--- src/hw/rtl/rgbq_pkg.sv ---
package rgbq_pkg;

  localparam int NCH    = 3;
  localparam int PIX_W  = 8;
  localparam int LVL_W  = 3;
  localparam int ERR_W  = 9;
  localparam int SUM_W  = 10;
  localparam int CFG_W  = 10;
  localparam int RST_WIDTH = 512;

  localparam int MAX_LVL = (1 << LVL_W) - 1;

  // per channel: red, green, blue
  localparam int DIV_TBL [NCH] = '{36, 36, 85};
  localparam int CAP_TBL [NCH] = '{7, 7, 3};
  localparam int LSB_TBL [NCH] = '{5, 2, 0};

  typedef logic [NCH-1:0][PIX_W-1:0] sample_t;

  typedef struct packed {
    sample_t            sample;
    logic [PIX_W-1:0]   packed_pixel;
  } pix_t;

endpackage

--- src/hw/rtl/rgbq_cell.sv ---
module rgbq_cell #(
  parameter int MAX_COLS = 512,
  parameter int CH       = 0,
  localparam int CW      = $clog2(MAX_COLS),
  localparam int CNT_W   = $clog2(MAX_COLS + 1)
) (
  input  logic          clk,
  input  logic          rst_n,
  input  logic          i_valid,
  output logic          i_ready,
  input  logic [CW-1:0] i_col,
  input  rgbq_pkg::pix_t i_word,
  output logic          o_valid,
  input  logic          o_ready,
  output logic [CW-1:0] o_col,
  output rgbq_pkg::pix_t o_word
);

  localparam int DIV   = rgbq_pkg::DIV_TBL[CH];
  localparam int CAP   = rgbq_pkg::CAP_TBL[CH];
  localparam int LSB   = rgbq_pkg::LSB_TBL[CH];
  localparam int PIX_W = rgbq_pkg::PIX_W;
  localparam int SUM_W = rgbq_pkg::SUM_W;
  localparam int ERR_W = rgbq_pkg::ERR_W;
  localparam int LVL_W = rgbq_pkg::LVL_W;

  logic                 vld_r;
  logic [CW-1:0]        col_r;
  rgbq_pkg::pix_t       word_r;
  logic [PIX_W-1:0]     above_q_r;
  logic                 hit_r;
  logic                 fwd_r;
  logic [PIX_W-1:0]     fwd_byte_r;
  logic [ERR_W-1:0]     err_r;
  logic [ERR_W-1:0]     err_nxt;
  logic [CNT_W-1:0]     hw_r;
  logic [PIX_W-1:0]     mem [MAX_COLS];

  logic                 load;
  logic                 fire;
  logic [PIX_W-1:0]     above;
  logic [SUM_W-1:0]     v;
  logic [SUM_W-1:0]     rem;
  logic [LVL_W-1:0]     lvl;

  assign fire    = vld_r && o_ready;
  assign i_ready = !vld_r || o_ready;
  assign load    = i_valid && i_ready;

  // entries past the fill mark were never written and read as zero
  always_comb begin
    if (fwd_r) begin
      above = fwd_byte_r;
    end else if (hit_r) begin
      above = above_q_r;
    end else begin
      above = '0;
    end
  end

  assign v = SUM_W'(word_r.sample[CH]) + SUM_W'(err_r[ERR_W-1:1])
           + SUM_W'(above[PIX_W-1:1]);

  // thermometer of level thresholds, capped
  always_comb begin
    lvl = '0;
    rem = v;
    for (int k = 1; k <= rgbq_pkg::MAX_LVL; k++) begin
      if (k <= CAP && v >= SUM_W'(k * DIV)) begin
        lvl = LVL_W'(k);
        rem = v - SUM_W'(k * DIV);
      end
    end
  end

  assign err_nxt = rem[ERR_W-1:0];

  assign o_valid = vld_r;
  assign o_col   = col_r;

  always_comb begin
    o_word              = word_r;
    o_word.packed_pixel = word_r.packed_pixel | (PIX_W'(lvl) << LSB);
  end

  always_ff @(posedge clk) begin
    if (!rst_n) begin
      vld_r <= 1'b0;
      err_r <= '0;
      hw_r  <= '0;
      fwd_r <= 1'b0;
    end else begin
      if (i_ready) begin
        vld_r <= i_valid;
      end
      if (fire) begin
        err_r <= err_nxt;
        if (CNT_W'(col_r) == hw_r) begin
          hw_r <= hw_r + CNT_W'(1);
        end
      end
      if (load) begin
        fwd_r <= fire && (col_r == i_col);
      end
    end
  end

  always_ff @(posedge clk) begin
    if (load) begin
      col_r      <= i_col;
      word_r     <= i_word;
      above_q_r  <= mem[i_col];
      hit_r      <= CNT_W'(i_col) < hw_r;
      fwd_byte_r <= err_nxt[PIX_W-1:0];
    end
    if (fire) begin
      mem[col_r] <= err_nxt[PIX_W-1:0];
    end
  end

endmodule

--- config.mk ---
export PLATFORM = sky130hd
export DESIGN_NAME = rgbq_cell
export DESIGN_NICKNAME = d
export VERILOG_FILES = /design/src/hw/rtl/rgbq_pkg.sv /design/src/hw/rtl/rgbq_cell.sv
export SDC_FILE = /design/constraint.sdc
export NUM_CORES = 2
export LEC_CHECK = 0
export BUFFER_PORTS_ARGS = -buffer_cell sky130_fd_sc_hd__buf_2
export CAP_MARGIN = 40
export CELL_PAD_IN_SITES_DETAIL_PLACEMENT = 1
export CELL_PAD_IN_SITES_GLOBAL_PLACEMENT = 2
export CORE_AREA = 2 2 513 515
export CTS_CLUSTER_SIZE = 40
export DETAILED_ROUTE_END_ITERATION = 8
export DIE_AREA = 0 0 515 517
export MAX_ROUTING_LAYER = met4
export PLACE_DENSITY_LB_ADDON = 0.1
export RECOVER_POWER = 100
export SETUP_SLACK_MARGIN = 0.02
export SLEW_MARGIN = 20
export SYNTH_ARGS = -nofsm -noshare
export SYNTH_HDL_FRONTEND = slang
export SYNTH_SLANG_ARGS = --single-unit
export TNS_END_PERCENT = 30
--- constraint.sdc ---
create_clock -name clk -period 45.1 [get_ports clk]
set_input_delay 6.765 -clock clk [delete_from_list [all_inputs] [get_ports clk]]
set_output_delay 6.765 -clock clk [all_outputs]
set_load 0.005 [all_outputs]
Word level (Yosys, flattened, before mapping)
Memory sizes are Yosys's and may differ from the RTL's. A register that Yosys moved wholly into a read port is not among the register bits.
Cells that the tools add are included.
{"block": "word_totals", "memories": 1, "output_inout_bits": 43, "input_bits": 45, "regBits": 71, "ramBits": 4096, "wordCells": 57}
{"block": "classes", "n_addsub": 10, "order_cmp": 8, "n_mux": 18, "bitwise": 1, "n_reduce_logical": 6, "n_eq_ne": 2}
{"memory": "mem", "words": 512, "word_bits": 8, "rd": 1, "rd_ports_with_merged_regs": 1, "write_ports": 1, "line_no": "rgbq_cell.sv:37", "text": "logic [PIX_W-1:0] mem [MAX_COLS];"}
{"operator": "$mux W9", "n": 7}
{"operator": "$ge A10 B8 Y1 const B", "n": 4}
{"operator": "$sub A9 B8 Y9 const B", "n": 4}
{"operator": "$ge A10 B7 Y1 const B", "n": 2}
{"operator": "$sub A9 B7 Y9 const B", "n": 2}
{"operator": "$mux W8", "n": 2}
{"operator": "$mux W3", "n": 4}
{"operator": "$add A10 B1 Y10 const B", "n": 1}
{"operator": "$add A9 B7 Y10", "n": 1}
{"operator": "$eq A9 B10 Y1", "n": 1}
{"operator": "$ge A10 B6 Y1 const B", "n": 1}
{"operator": "$lt A9 B10 Y1", "n": 1}
{"operator": "$add A8 B8 Y9", "n": 1}
{"operator": "$eq A9 B9 Y1", "n": 1}
{"operator": "$sub A9 B6 Y9 const B", "n": 1}
{"operator": "$or A8 B8 Y8", "n": 1}
{"operator": "$mux W2", "n": 2}
{"operator": "$logic_and A1 B1 Y1", "n": 3}
{"operator": "$mux W1", "n": 3}
{"operator": "$reduce_and A2 Y1", "n": 1}
{"operator": "$logic_not A1 Y1", "n": 1}
{"operator": "$logic_or A1 B1 Y1", "n": 1}

Logic depth before layout (Yosys ltp)
{"block": "logic_depth", "depth_word": 12, "ltp_mapped": 19, "depth_no_buf": 18}

Worst setup path before layout
Ideal clock, no wire load.
{"block": "synth_timing", "path_type": "reg2reg", "start": "register fwd_r", "end": "register fwd_byte_r[6], data pin", "t_required_ns": 42.000, "n_path_buf": 1, "setup_ns": 3.100, "period_less_slack_ns": 26.864, "t_arrival_ns": 23.765, "path_stages_with_launch": 15, "path_slack_ns": 18.236, "path_cell_list": "dfxtp_1 > clkbuf_1 > nor2b_1 > a22o_1 > fa_1 > ha_1 > nor2b_1 > nand2_1 > nand2_1 > a31o_1 > a21oi_1 > a21oi_1 > a311oi_1 > o21bai_1 > xnor2_1"}
{"block": "synth_via", "elab_chain_len": 10, "elab_cells_between_ends": 23, "classes_between": "add/sub: 8; order compare: 7; mux: 8"}
{"element": "start: declaration", "line_no": "rgbq_cell.sv:32", "text": "logic fwd_r;"}
{"element": "start signal: assignment", "line_no": "rgbq_cell.sv:103", "text": "fwd_r <= fire && (col_r == i_col);"}
{"element": "$mux W8 *", "line_no": "rgbq_cell.sv:52", "text": "if (fwd_r) begin"}
{"element": "$add A9 B7 Y10 *", "line_no": "rgbq_cell.sv:62", "text": "+ SUM_W'(above[PIX_W-1:1]);"}
{"element": "$sub A9 B6 Y9 or $ge A10 B6 Y1 (tied branches)", "line_no": "rgbq_cell.sv:71, rgbq_cell.sv:69"}
{"element": "$mux W9 (6 in series)", "line_no": "rgbq_cell.sv:69", "text": "if (k <= CAP && v >= SUM_W'(k * DIV)) begin"}
{"element": "$mux W9 *", "line_no": "rgbq_cell.sv:69"}
{"element": "via rem[6]", "line_no": "rgbq_cell.sv:43", "text": "logic [SUM_W-1:0] rem;"}
{"element": "end signal: assignment", "line_no": "rgbq_cell.sv:114", "text": "fwd_byte_r <= err_nxt[PIX_W-1:0];"}
{"element": "end: declaration", "line_no": "rgbq_cell.sv:33", "text": "logic [PIX_W-1:0] fwd_byte_r;"}
The timed path passes the listed nets; every way through them passes the cells marked *.
A chain may end at the register's enable or synchronous reset.

Worst setup path after layout
{"block": "layout_timing", "start": "register fwd_r", "end": "memory mem[294][7], data pin"}
{"block": "layout_via", "elab_chain_len": 10, "elab_cells_between_ends": 23, "classes_between": "add/sub: 8; order compare: 7; mux: 8"}
{"element": "$mux W8 *", "line_no": "rgbq_cell.sv:52"}
{"element": "$add A9 B7 Y10 *", "line_no": "rgbq_cell.sv:62"}
{"element": "$sub A9 B6 Y9 or $ge A10 B6 Y1 (tied branches)", "line_no": "rgbq_cell.sv:71, rgbq_cell.sv:69"}
{"element": "$mux W9 (6 in series)", "line_no": "rgbq_cell.sv:69"}
{"element": "$mux W9 *", "line_no": "rgbq_cell.sv:69"}
{"element": "via rem[7]", "line_no": "rgbq_cell.sv:43"}
{"element": "end: declaration", "line_no": "rgbq_cell.sv:37"}
Marked as above.

==> results.cfg <==
[worst_setup_path]
cpMaxStageDelayCell = clkbuf_1
cpPeakStageDelay_ps = 6730
crit_fanout = 217
critPathTopFamily = buffers and inverters
crit_path_start_kind = register
cp_data_required_time_ps = 44510
cp.arrival_ps = 19780
crit_chain = nor2b_1, a22oi_1, fa_1, inv_1, ha_1, inv_1, fa_1, xnor2_1, clkinv_1, ha_1, a31oi_1, a32oi_1, o21ai_0, nand4_1, nand2_1, xnor2_1, clkbuf_1, clkbuf_1
crit_type = register to register
end_kind = register
path_buf_inv = 5

[global_routing]
overflow = 0
first_global_vias = 69800
grt_pass1_wl_mm = 517
antenna_found_initial = 9
grt_max_degree = 218
grt_usage_pct = 27.8

[clock_network]
cts.reportedPaths.clkPinSlew_ps = 60
root_buffer = clkbuf_16
cts_buffers = 374
clock-sinks = 3660
htree_levels = 5
post_cts_buffers = 0
clock_latency_ps = 960
hold_buffers = 0
clk_path_buf_depth = 4
ctsResizeCount = 0
tritoncts = yes

[logic_synthesis]
yosys.area.top_type = edfxtp_1
async_reset_ff_share_pct = 0
seq_area_frac_synth_pct = 76.7
syn-num-nets = 6403
syn-cell-area_um2 = 143000
synth.distinct_cells = 76
synth_area_leaders = edfxtp_1 76%, mux4_2 18%, nor2_1 1.4%
netlist_instances = 6324
synth-warning-count = 0
synth_ff_type = edfxtp_1
synth_edf_count = 3640
synth_top_area_share_pct = 76.5
ys_seq_elements = 3660
avgSynthCellArea_um2 = 22.6

[floorplan]
fp.dieH_um = 517
core_um2 = 261000
initial_core_util_pct = 54.8
row_count = 188
num_io_pins = 88
die_area_um2 = 266000
die-width_um = 515

[drt]
via_per_inst = 6.50
routed_wl_mm = 355
drt_first_iter_violations = 7609
via_count = 67200
wl_per_cell_um = 34.4
first_pass_iters = 7
postRouteAntennaNets = 0
drc_errors = 0

[power_and_ir_drop]
powerDensity_nw_per_um2 = 80.0
p_leak_nw = 48.5
p_total_w = 0.0127
ir_drop_v = 0.000244

[sta]
rsz0062_at_grt = false
final-hold-violation-count = 0
skew_ps = 58.1
finalCritPeriodShare_pct = 45.2
slew_violations = 4277
fin_crit_ps = 20370
fin_tns_setup_ps = 0
max_freq_ghz = 0.0491
tightestPinTransition_ps = 9820
slew_headroom_pct = -555
setup_violations = 0

[outcome]
status = finished with violations
failed_checks = capacitance limit, slew limit

[layout]
drive_gt1_share_pct = 26.3
finalNetCount = 6676
n_fill_cell = 20900
syn_to_final_growth_pct = 11.4

[worst_hold_path]
min_path_type = register to register

[flow_run]
cap_violations = 80

[placed_design]
io_buffer_count = 87
dp_hpwl_mm = 215
gp_congestion = 0.801
[cells by family (layout without fill, tap and decap cells)]
kind of cell	after synthesis	count (layout)	synth area share [%]
compound gates	272	272	1.37
xor+xnor	37	37	0.237
fa+ha+maj	34	34	0.340
buf+inv	443	1021	1.48
flops	3660	3660	76.7
mux	1121	1121	17.6
other cells	0	4	0
simple gates	757	757	2.19
[synthesized netlist by cell type (3+ instances only)]
master and instances:
a2111oi_0 4, nand3_1 14, a21boi_0 4, o21ai_0 16, nor2b_1 12, a211oi_1 3
and2_1 12, mux4_2 1120, o22ai_1 8, xor2_1 11, a21oi_1 58, o21ai_1 6
dfxtp_1 20, a21o_1 7, buf_1 39, buf_2 85, clkbuf_1 219, buf_6 18
buf_4 55, a31oi_1 8, nand2_1 77, o31ai_1 5, edfxtp_1 3640, nor3_1 39
ha_1 26, a311oi_1 3, nor4_1 9, inv_1 24, a22o_1 19, nor2_1 549
o211ai_1 3, fa_1 8, nand2b_1 10, nor3b_1 5, and3_1 3, or3_1 7
xnor2_1 24, a221oi_1 15, nand4_1 8, a22oi_1 86
[routing by layer]
layer | share of wire, % | GRT usage (%) | vias up
met1 | 42 | 40.5 | 36700
met5 | 0 | - | -
li1 | - | - | 27200
met4 | 2.2 | 5.96 | 0
met3 | 7.2 | 4.02 | 506
met2 | 49 | 42.7 | 2728
[cell usage in the layout, fill, tap and decap left out, types with 32 or more instances in the layout]
cell type,Yosys,routed
edfxtp_1,3640,3640
mux4_2,1120,1120
nor2_1,549,548
clkbuf_16,0,379
clkbuf_1,219,249
a22oi_1,86,86
clkinv_1,1,81
nand2_1,77,77
clkinv_2,0,75
buf_4,55,61
a21oi_1,58,58
buf_2,85,54
nor3_1,39,39
bufinv_16,0,32
[where the power goes]
part / internal [W] / switching (W)
logic: 0.000237 / 0.00266
registers: 0.00679 / 0.00000769
clock network: 0.00174 / 0.00131
total: 0.00876 / 0.00397
[registers in the layout (all words and copies together), names as in the netlist]
| signal | cells |
|---|---|
| word_r | 8 |
| fwd_byte_r | 7 |
| o_valid | 1 |
| fwd_r | 1 |
| mem | 3584 |
| hit_r | 1 |
| o_col | 9 |
| hw_r | 10 |
| err_r | 8 |
| above_q_r | 7 |
| o_word | 24 |
[stage by stage]
step | utilization, % | cell area, um^2 | setup slack [ps] | instances | hold slack, ps
after floorplan | - | 143000 | 18240 | 6324 | 443
after global placement | 56.3 | 147000 | 31170 | 9532 | 453
after detailed placement | 56.6 | 148000 | 31170 | 9590 | 483
after CTS | 61.2 | 160000 | 31170 | 10300 | 492
after global routing | 61.0 | 159000 | 22670 | 10300 | 513
final | 61.0 | 159000 | 24730 | 10300 | 491
[final cells by class]
class | instances | area, um^2 | area share (%)
repair buffers | 314 | 1980 | 1.25
well taps | 3420 | 4280 | 2.69
clock inverters | 221 | 2160 | 1.35
inverters | 26 | 97.6 | 0.0613
clock buffers | 460 | 9840 | 6.18
multi-input cells | 2221 | 31200 | 19.6
diodes | 4 | 10.0 | 0.00629
flip-flops and latches | 3660 | 110000 | 68.9
[worst reg2reg max path, stage by stage, from the launching register on]
cell	delay, ps
dfxtp_1	410
nor2b_1	440
a22oi_1	240
fa_1	410
inv_1	60
ha_1	180
inv_1	70
fa_1	450
xnor2_1	630
clkinv_1	590
ha_1	540
a31oi_1	500
a32oi_1	190
o21ai_0	220
nand4_1	220
nand2_1	140
xnor2_1	120
clkbuf_1	6280
clkbuf_1	6790
[worst paths after layout]
kind / from / to / slack, ps / cells past startpoint
worst min register to register: err_r[1]$_SDFFE_PN0P_ / err_r[1]$_SDFFE_PN0P_ / 490 / 2
worst min-delay path: err_r[1]$_SDFFE_PN0P_ / err_r[1]$_SDFFE_PN0P_ / 490 / 2
worst max-delay path: fwd_r$_SDFFE_PN0P_ / mem[294][7]$_DFFE_PP_ / 24730 / 18
worst max register to register: fwd_r$_SDFFE_PN0P_ / mem[294][7]$_DFFE_PP_ / 24730 / 18
Power figures use the tool's default switching activity.
